### src/design/lrukv_pkg.sv
`default_nettype none

package lrukv_pkg;

  localparam int unsigned DEF_ENTRIES = 16;
  localparam int unsigned LIMIT_W = 5;
  localparam int unsigned DATA_W = 32;

  localparam logic [LIMIT_W-1:0] LIMIT_RST = LIMIT_W'(16);
  localparam logic [DATA_W-1:0] MISS_VALUE = '1;

  typedef enum logic {
    MODE_GET = 1'b0,
    MODE_PUT = 1'b1
  } mode_t;

  typedef struct packed {
    mode_t                     mode;
    logic signed [DATA_W-1:0]  lookup_key;
    logic signed [DATA_W-1:0]  store_value;
  } in_t;

  typedef struct packed {
    logic                      hit;
    logic signed [DATA_W-1:0]  read_value;
  } out_t;

  typedef struct packed {
    logic en;
    logic wr_key;
    logic wr_val;
    logic set_valid;
  } cell_op_t;

endpackage

`default_nettype wire

### src/design/lrukv_cell.sv
`default_nettype none

module lrukv_cell
  import lrukv_pkg::*;
#(
  parameter int unsigned IW = 4
) (
  input  wire logic              clk,
  input  wire logic              rst_n,
  input  wire cell_op_t          op,
  input  wire logic              sel,
  input  wire logic [IW-1:0]     ref_age,
  input  wire logic [IW-1:0]     lru_age,
  input  wire logic [DATA_W-1:0] key,
  input  wire logic [DATA_W-1:0] value,
  output logic                   valid,
  output logic                   match,
  output logic                   lru,
  output logic [IW-1:0]          age,
  output logic [DATA_W-1:0]      stored
);

  logic              valid_r, valid_nxt;
  logic [IW-1:0]     age_r, age_nxt;
  logic [DATA_W-1:0] key_r;
  logic [DATA_W-1:0] val_r;

  assign valid  = valid_r;
  assign age    = age_r;
  assign stored = val_r;
  assign match  = valid_r && (key_r == key);
  assign lru    = valid_r && (age_r == lru_age);

  always_comb begin
    valid_nxt = valid_r;
    age_nxt   = age_r;
    if (op.en) begin
      if (sel) begin
        age_nxt = '0;
        if (op.set_valid) begin
          valid_nxt = 1'b1;
        end
      end else if (valid_r && (age_r < ref_age)) begin
        age_nxt = age_r + IW'(1);
      end
    end
  end

  always_ff @(posedge clk) begin
    if (!rst_n) begin
      valid_r <= 1'b0;
      age_r   <= '0;
    end else begin
      valid_r <= valid_nxt;
      age_r   <= age_nxt;
    end
  end

  always_ff @(posedge clk) begin
    if (op.en && sel && op.wr_key) begin
      key_r <= key;
    end
    if (op.en && sel && op.wr_val) begin
      val_r <= value;
    end
  end

endmodule

`default_nettype wire

### src/design/lrukv_pick.sv
`default_nettype none

module lrukv_pick #(
  parameter int unsigned N  = 16,
  parameter int unsigned IW = 4
) (
  input  wire logic [N-1:0]  req,
  output logic      [IW-1:0] idx
);

  always_comb begin
    idx = '0;
    for (int i = N - 1; i >= 0; i--) begin
      if (req[i]) begin
        idx = IW'(i);
      end
    end
  end

endmodule

`default_nettype wire

### src/design/lru_key_value_cache_core.sv
`default_nettype none

// Fully associative key-value cache with least-recently-used replacement.
// A word is taken on any cycle with start high; busy stays low, so one get
// or put enters every clock. Each word is registered, then matched against
// all entries in parallel, and its result is registered and shown on out_word
// with out_valid high for exactly one cycle. The receiver
// cannot stall, so it must take every result in the cycle it appears. The
// entry limit may be written through the cfg port only while no word is in
// flight; it is always ready.

module lru_key_value_cache_core
  import lrukv_pkg::*;
#(
  parameter int unsigned ENTRIES = DEF_ENTRIES
) (
  input  wire logic               clk,
  input  wire logic               rst_n,
  input  wire logic               start,
  output logic                    busy,
  input  wire in_t                in_word,
  input  wire logic               cfg_valid,
  output logic                    cfg_ready,
  input  wire logic [LIMIT_W-1:0] cfg_data,
  output logic                    out_valid,
  output out_t                    out_word
);

  localparam int unsigned IW    = (ENTRIES > 1) ? $clog2(ENTRIES) : 1;
  localparam int unsigned CW    = $clog2(ENTRIES + 1);
  localparam int unsigned CMP_W = (CW > LIMIT_W) ? CW : LIMIT_W;

  logic [LIMIT_W-1:0] limit_r;
  logic               req_vld_r;
  in_t                req_r;
  logic [CW-1:0]      fill_r, fill_nxt;
  logic               out_vld_r;
  out_t               out_r, out_nxt;

  logic [ENTRIES-1:0] vld_v, match_v, lru_v;
  logic [IW-1:0]      age_a [ENTRIES];
  logic [DATA_W-1:0]  val_a [ENTRIES];
  logic [IW-1:0]      hit_idx, free_idx, lru_idx, tgt;
  logic [IW-1:0]      ref_age, lru_age;
  logic [LIMIT_W-1:0] lim_min;
  logic               hit, full;
  cell_op_t           op;

  assign busy      = 1'b0;
  assign cfg_ready = 1'b1;
  assign out_valid = out_vld_r;
  assign out_word  = out_r;

  lrukv_pick #(.N(ENTRIES), .IW(IW)) u_pick_hit (.req(match_v), .idx(hit_idx));
  lrukv_pick #(.N(ENTRIES), .IW(IW)) u_pick_free (.req(~vld_v), .idx(free_idx));
  lrukv_pick #(.N(ENTRIES), .IW(IW)) u_pick_lru (.req(lru_v), .idx(lru_idx));

  for (genvar g = 0; g < ENTRIES; g++) begin : g_cell
    lrukv_cell #(.IW(IW)) u_cell (
      .clk     (clk),
      .rst_n   (rst_n),
      .op      (op),
      .sel     (tgt == IW'(g)),
      .ref_age (ref_age),
      .lru_age (lru_age),
      .key     (req_r.lookup_key),
      .value   (req_r.store_value),
      .valid   (vld_v[g]),
      .match   (match_v[g]),
      .lru     (lru_v[g]),
      .age     (age_a[g]),
      .stored  (val_a[g])
    );
  end

  // Ages form a permutation of 0 to fill-1, so the oldest entry has age fill-1.
  assign lru_age = IW'(fill_r - CW'(1));
  assign hit     = |match_v;
  assign lim_min = (limit_r == '0) ? LIMIT_W'(1) : limit_r;
  assign full    = (CMP_W'(fill_r) >= CMP_W'(lim_min)) ||
                   (CMP_W'(fill_r) >= CMP_W'(ENTRIES));

  always_comb begin
    op                 = '0;
    tgt                = hit_idx;
    ref_age            = age_a[hit_idx];
    fill_nxt           = fill_r;
    out_nxt.hit        = hit;
    out_nxt.read_value = '0;
    if (req_vld_r) begin
      op.en = 1'b1;
      if (req_r.mode == MODE_GET) begin
        op.en              = hit;
        out_nxt.read_value = hit ? val_a[hit_idx] : MISS_VALUE;
      end else if (hit) begin
        op.wr_val = 1'b1;
      end else if (!full) begin
        tgt          = free_idx;
        ref_age      = IW'(fill_r);
        op.wr_key    = 1'b1;
        op.wr_val    = 1'b1;
        op.set_valid = 1'b1;
        fill_nxt     = fill_r + CW'(1);
      end else begin
        tgt       = lru_idx;
        ref_age   = lru_age;
        op.wr_key = 1'b1;
        op.wr_val = 1'b1;
      end
    end
  end

  always_ff @(posedge clk) begin
    if (!rst_n) begin
      limit_r   <= LIMIT_RST;
      req_vld_r <= 1'b0;
      fill_r    <= '0;
      out_vld_r <= 1'b0;
    end else begin
      if (cfg_valid && cfg_ready) begin
        limit_r <= cfg_data;
      end
      req_vld_r <= start && !busy;
      fill_r    <= fill_nxt;
      out_vld_r <= req_vld_r;
    end
  end

  always_ff @(posedge clk) begin
    if (start && !busy) begin
      req_r <= in_word;
    end
    if (req_vld_r) begin
      out_r <= out_nxt;
    end
  end

endmodule

`default_nettype wire
### config.mk
export PLATFORM = sky130hd
export DESIGN_NAME = lru_key_value_cache_core
export DESIGN_NICKNAME = d
export VERILOG_FILES = /design/src/design/lrukv_pkg.sv /design/src/design/lrukv_cell.sv /design/src/design/lrukv_pick.sv /design/src/design/lru_key_value_cache_core.sv
export SDC_FILE = /design/constraint.sdc
export NUM_CORES = 2
export LEC_CHECK = 0
export ABC_AREA = 1
export BUFFER_PORTS_ARGS = -buffer_cell sky130_fd_sc_hd__buf_2
export CORE_MARGIN = 5
export CORE_UTILIZATION = 55
export DETAILED_ROUTE_END_ITERATION = 8
export PLACE_DENSITY = 0.79
export RECOVER_POWER = 50
export SLEW_MARGIN = 20
export SYNTH_ARGS = -nofsm -noshare
export SYNTH_HDL_FRONTEND = slang
export SYNTH_SLANG_ARGS = --single-unit
### constraint.sdc
create_clock -name clk -period 7 [get_ports clk]
set_clock_uncertainty 0.2 [all_clocks]
set_input_delay 0.7 -clock clk [delete_from_list [all_inputs] [get_ports clk]]
set_output_delay 0.7 -clock clk [all_outputs]
set_load 0.005 [all_outputs]
==> reports/metrics.cfg <==
[status]
status = finished with violations
violations = capacitance limit, slew limit

[placement]
gp_weighted_congestion = 0.961
detailed_place_hpwl_um = 93200
port_buffers = 107

[floorplanning]
die_height_um = 323
placeableCoreArea_um2 = 97000
die_x_um = 323
fp-row-count = 114
floorplan.initialDensity_pct = 55.6
boundaryPins = 110
floorplan.die_area_um2 = 104000

[layout]
fill_cell_count = 7050
multiInputGateArea_um2 = 16200
final_layout_size_suffix_gt1_share_pct = 11.1
synthToLayoutAreaGrowth_pct = 12.7
final_net_count = 5102
postLayoutCoreUtil_pct = 62.7
seq_area_um2 = 35500

[clock_tree]
tritoncts_clock_tree = yes
cts_buffers = 118
numClockSinks = 1214
worst_setup_hold_path_clk_slew_ps = 60
h_tree_depth_reported_by_cts = 3
cts.path.max_buffers = 3
clk-insertion-delay-late_ps = 760
cts_root_buf = clkbuf_16

[worst_setup_path]
worst-endpoint-arrival_ps = 7230
criticalPathCategory = register to register
worstReg2RegStart = req_r[41]$_DFFE_PP_
cp_max_fo = 49
cpPeakStageDelay_ps = 1270
critical_path.most_common_cell = nand2_1
cp_data_required_time_ps = 7430
crit_start = req_r[41]$_DFFE_PP_
critPathCaptureType = register
cpMaxStageDelayCell = clkbuf_1
crit_path_start_kind = register

[synthesis]
synth.lib_cells_used.distinct = 69
mappedNetlistArea_um2 = 53900
synth.cells.most_frequent = 1122 x edfxtp_1, 943 x nand2_1, 654 x nand3_1, 269 x inv_1, 237 x a21oi_1
synth_top_area_share_pct = 62.5
yosys_reg_bits = 1214
top_area_cells_in_the_synthesized_netlist = edfxtp_1 62%, nand2_1 6.6%, nand3_1 6.1%
ys.warnings.count = 0
synth.yosys.seq_area_share_pct = 65.9
synth_top_area_cell = edfxtp_1
total_nets_after_synthesis = 4922
yosys.cell_count.top_type = edfxtp_1
asyncSetResetFlopFracSynth_pct = 0
postSynth.topFlopCell = edfxtp_1
syn_area_per_cell_um2 = 11.3
synthesis.instances = 4777
number_of_enable_type_register_cells_in_the_synthesized_netlist = 1122

[global_routing]
first_global_vias = 39200
grt_util_met3_pct = 8.08
grt_max_degree = 129
groute.usage.overall_pct = 30.6
grt_use_met1_pct = 41.5
antenna_found_initial = 3
globalRoute.busiestLayer = met2
wire_length_of_the_first_global_routing_pass_um = 241000
grt_remaining_overflow = 0
use_met2_pct = 46.7

[sta]
max_slew.worst_pin.slew_ps = 3220
timing.final.setup_violations = 0
hold_violations = 0
final_max_slew_viols = 157
final.hold.worst_slack_ps = 46.0
achievable-frequency_mhz = 147
max-slew-margin-rel_pct = -115
fin_setup_tns_ps = 0
post-route-min-period_ps = 6800
grt_setup_unrepaired = no
share_of_the_clock_period_used_by_the_worst_path_pct = 97.1

[detailed_routing]
route.detailed.drc = 0
detail_route.first_pass.iterations = 6
post_drt_via_cell_ratio = 6.42
detail_route.iter0.violations = 6528
ant_nets = 0
via_count = 40700
drt-wirelength-per-cell_um = 25.6
wl_um = 162000

[min_path]
hold_class = input pin to register
hold_path_startpoint = cfg_data[2]

[pwr]
power.ir.vdd_worst_mv = 0.247
power-per-cell-area_nw_per_um2 = 256
total_leakage_power_nw = 21.6

[run]
maxCapViolations = 6

==> what timing repair did <==
item                                    CTS  global route
endpoints found under the setup margin    0             4
hold endpoints to repair                 64             0
setup buffers                             0             4
resized for setup                         0             2
hold buffers                             66             0
==> worst paths after layout <==
| path | endpoint | slack [ps] | cells past startpoint |
|---|---|---|---|
| hold reg to reg | g_cell[9].u_cell.age[0]$_SDFFE_PN0P_ | 290 | 2 |
| hold / removal | limit_r[2]$_SDFFE_PN0P_ | 50 | 3 |
| setup reg to reg | g_cell[5].u_cell.age[3]$_SDFFE_PN0P_ | 200 | 38 |
| setup / recovery | g_cell[5].u_cell.age[3]$_SDFFE_PN0P_ | 200 | 38 |
==> cells by family (layout without fill, tap and decap cells) <==
family	Yosys count	count (layout)	share of synthesized area [%]
xor+xnor	183	183	3.02
flops	1214	1214	65.9
fa+ha+maj	71	71	1.65
compound gates	666	666	7.62
simple gates	2078	2078	17.3
buf+inv	563	848	4.50
other cells	2	4	0.0139
==> where the power goes <==
group / switching, mW / internal (mW)
logic: 0.645 / 0.251
registers: 0.0956 / 8.04
clock network: 2.86 / 3.66
==> placed cells by master (no fill, tap or decap), drive strengths merged, types with 18 or more instances in the layout <==
master / Yosys / routed
or2: 44 / 44
a2111oi: 28 / 28
o311ai: 18 / 18
inv: 313 / 314
nand2: 977 / 977
nor3: 45 / 45
ha: 71 / 71
dlygate4sd3: 0 / 66
nand4: 70 / 70
a21oi: 239 / 239
nor4: 30 / 30
buf: 163 / 207
xor2: 92 / 92
a22o: 21 / 21
o22ai: 73 / 73
edfxtp: 1122 / 1122
nand3: 657 / 657
dfxtp: 92 / 92
clkinv: 2 / 64
or3: 18 / 18
clkbuf: 85 / 174
nor2: 213 / 213
o2111ai: 20 / 20
xnor2: 91 / 91
a211oi: 41 / 41
o21ai: 161 / 161
==> critical path: cells and delay by family, from the launching register on <==
kind	cells	cell delay [ps]
AOI/OAI and AO/OA	5	1510
adders and majority gates	1	200
buffers and inverters	3	1540
DFF	1	360
and+or+nand+nor	29	2900
==> per-stage QoR <==
step	setup slack, ps	power, mW	cells	cell area (um2)
CTS	260	15.5	6334	60800
global route	27.1	15.9	6338	60800
finish	203	15.6	6340	60800
detailed placement	331	9.11	6043	56200
floorplan	1520	8.71	4777	53900
global placement	418	9.09	6043	56200
==> cell type report <==
cell class	count	share of cell area (%)
Tap cell	1276	2.63
Sequential cell	1214	58.5
Clock inverter	86	1.55
Clock buffer	139	5.00
Multi-Input combinational cell	3000	26.7
Timing Repair Buffer	308	3.72
Inverter	315	1.96
Antenna cell	2	0.00823
==> layer usage <==
metal | share of wire [%] | wire length (um)
met4 | 5.3 | 8530
met5 | 0 | 0
met1 | 35 | 57400
met2 | 45 | 72300
met3 | 15 | 24100
==> flip-flops by register name, summed over array words and instances (netlist names) <==
name and cells:
g_cell.u_cell.valid 16, g_cell.u_cell.age 64, g_cell.u_cell.key_r 512, g_cell.u_cell.stored 512, out_word 33, req_vld_r 1, fill_r 5, out_valid 1
limit_r 5, req_r 65
Note: power is estimated with default switching activity, not from simulation.
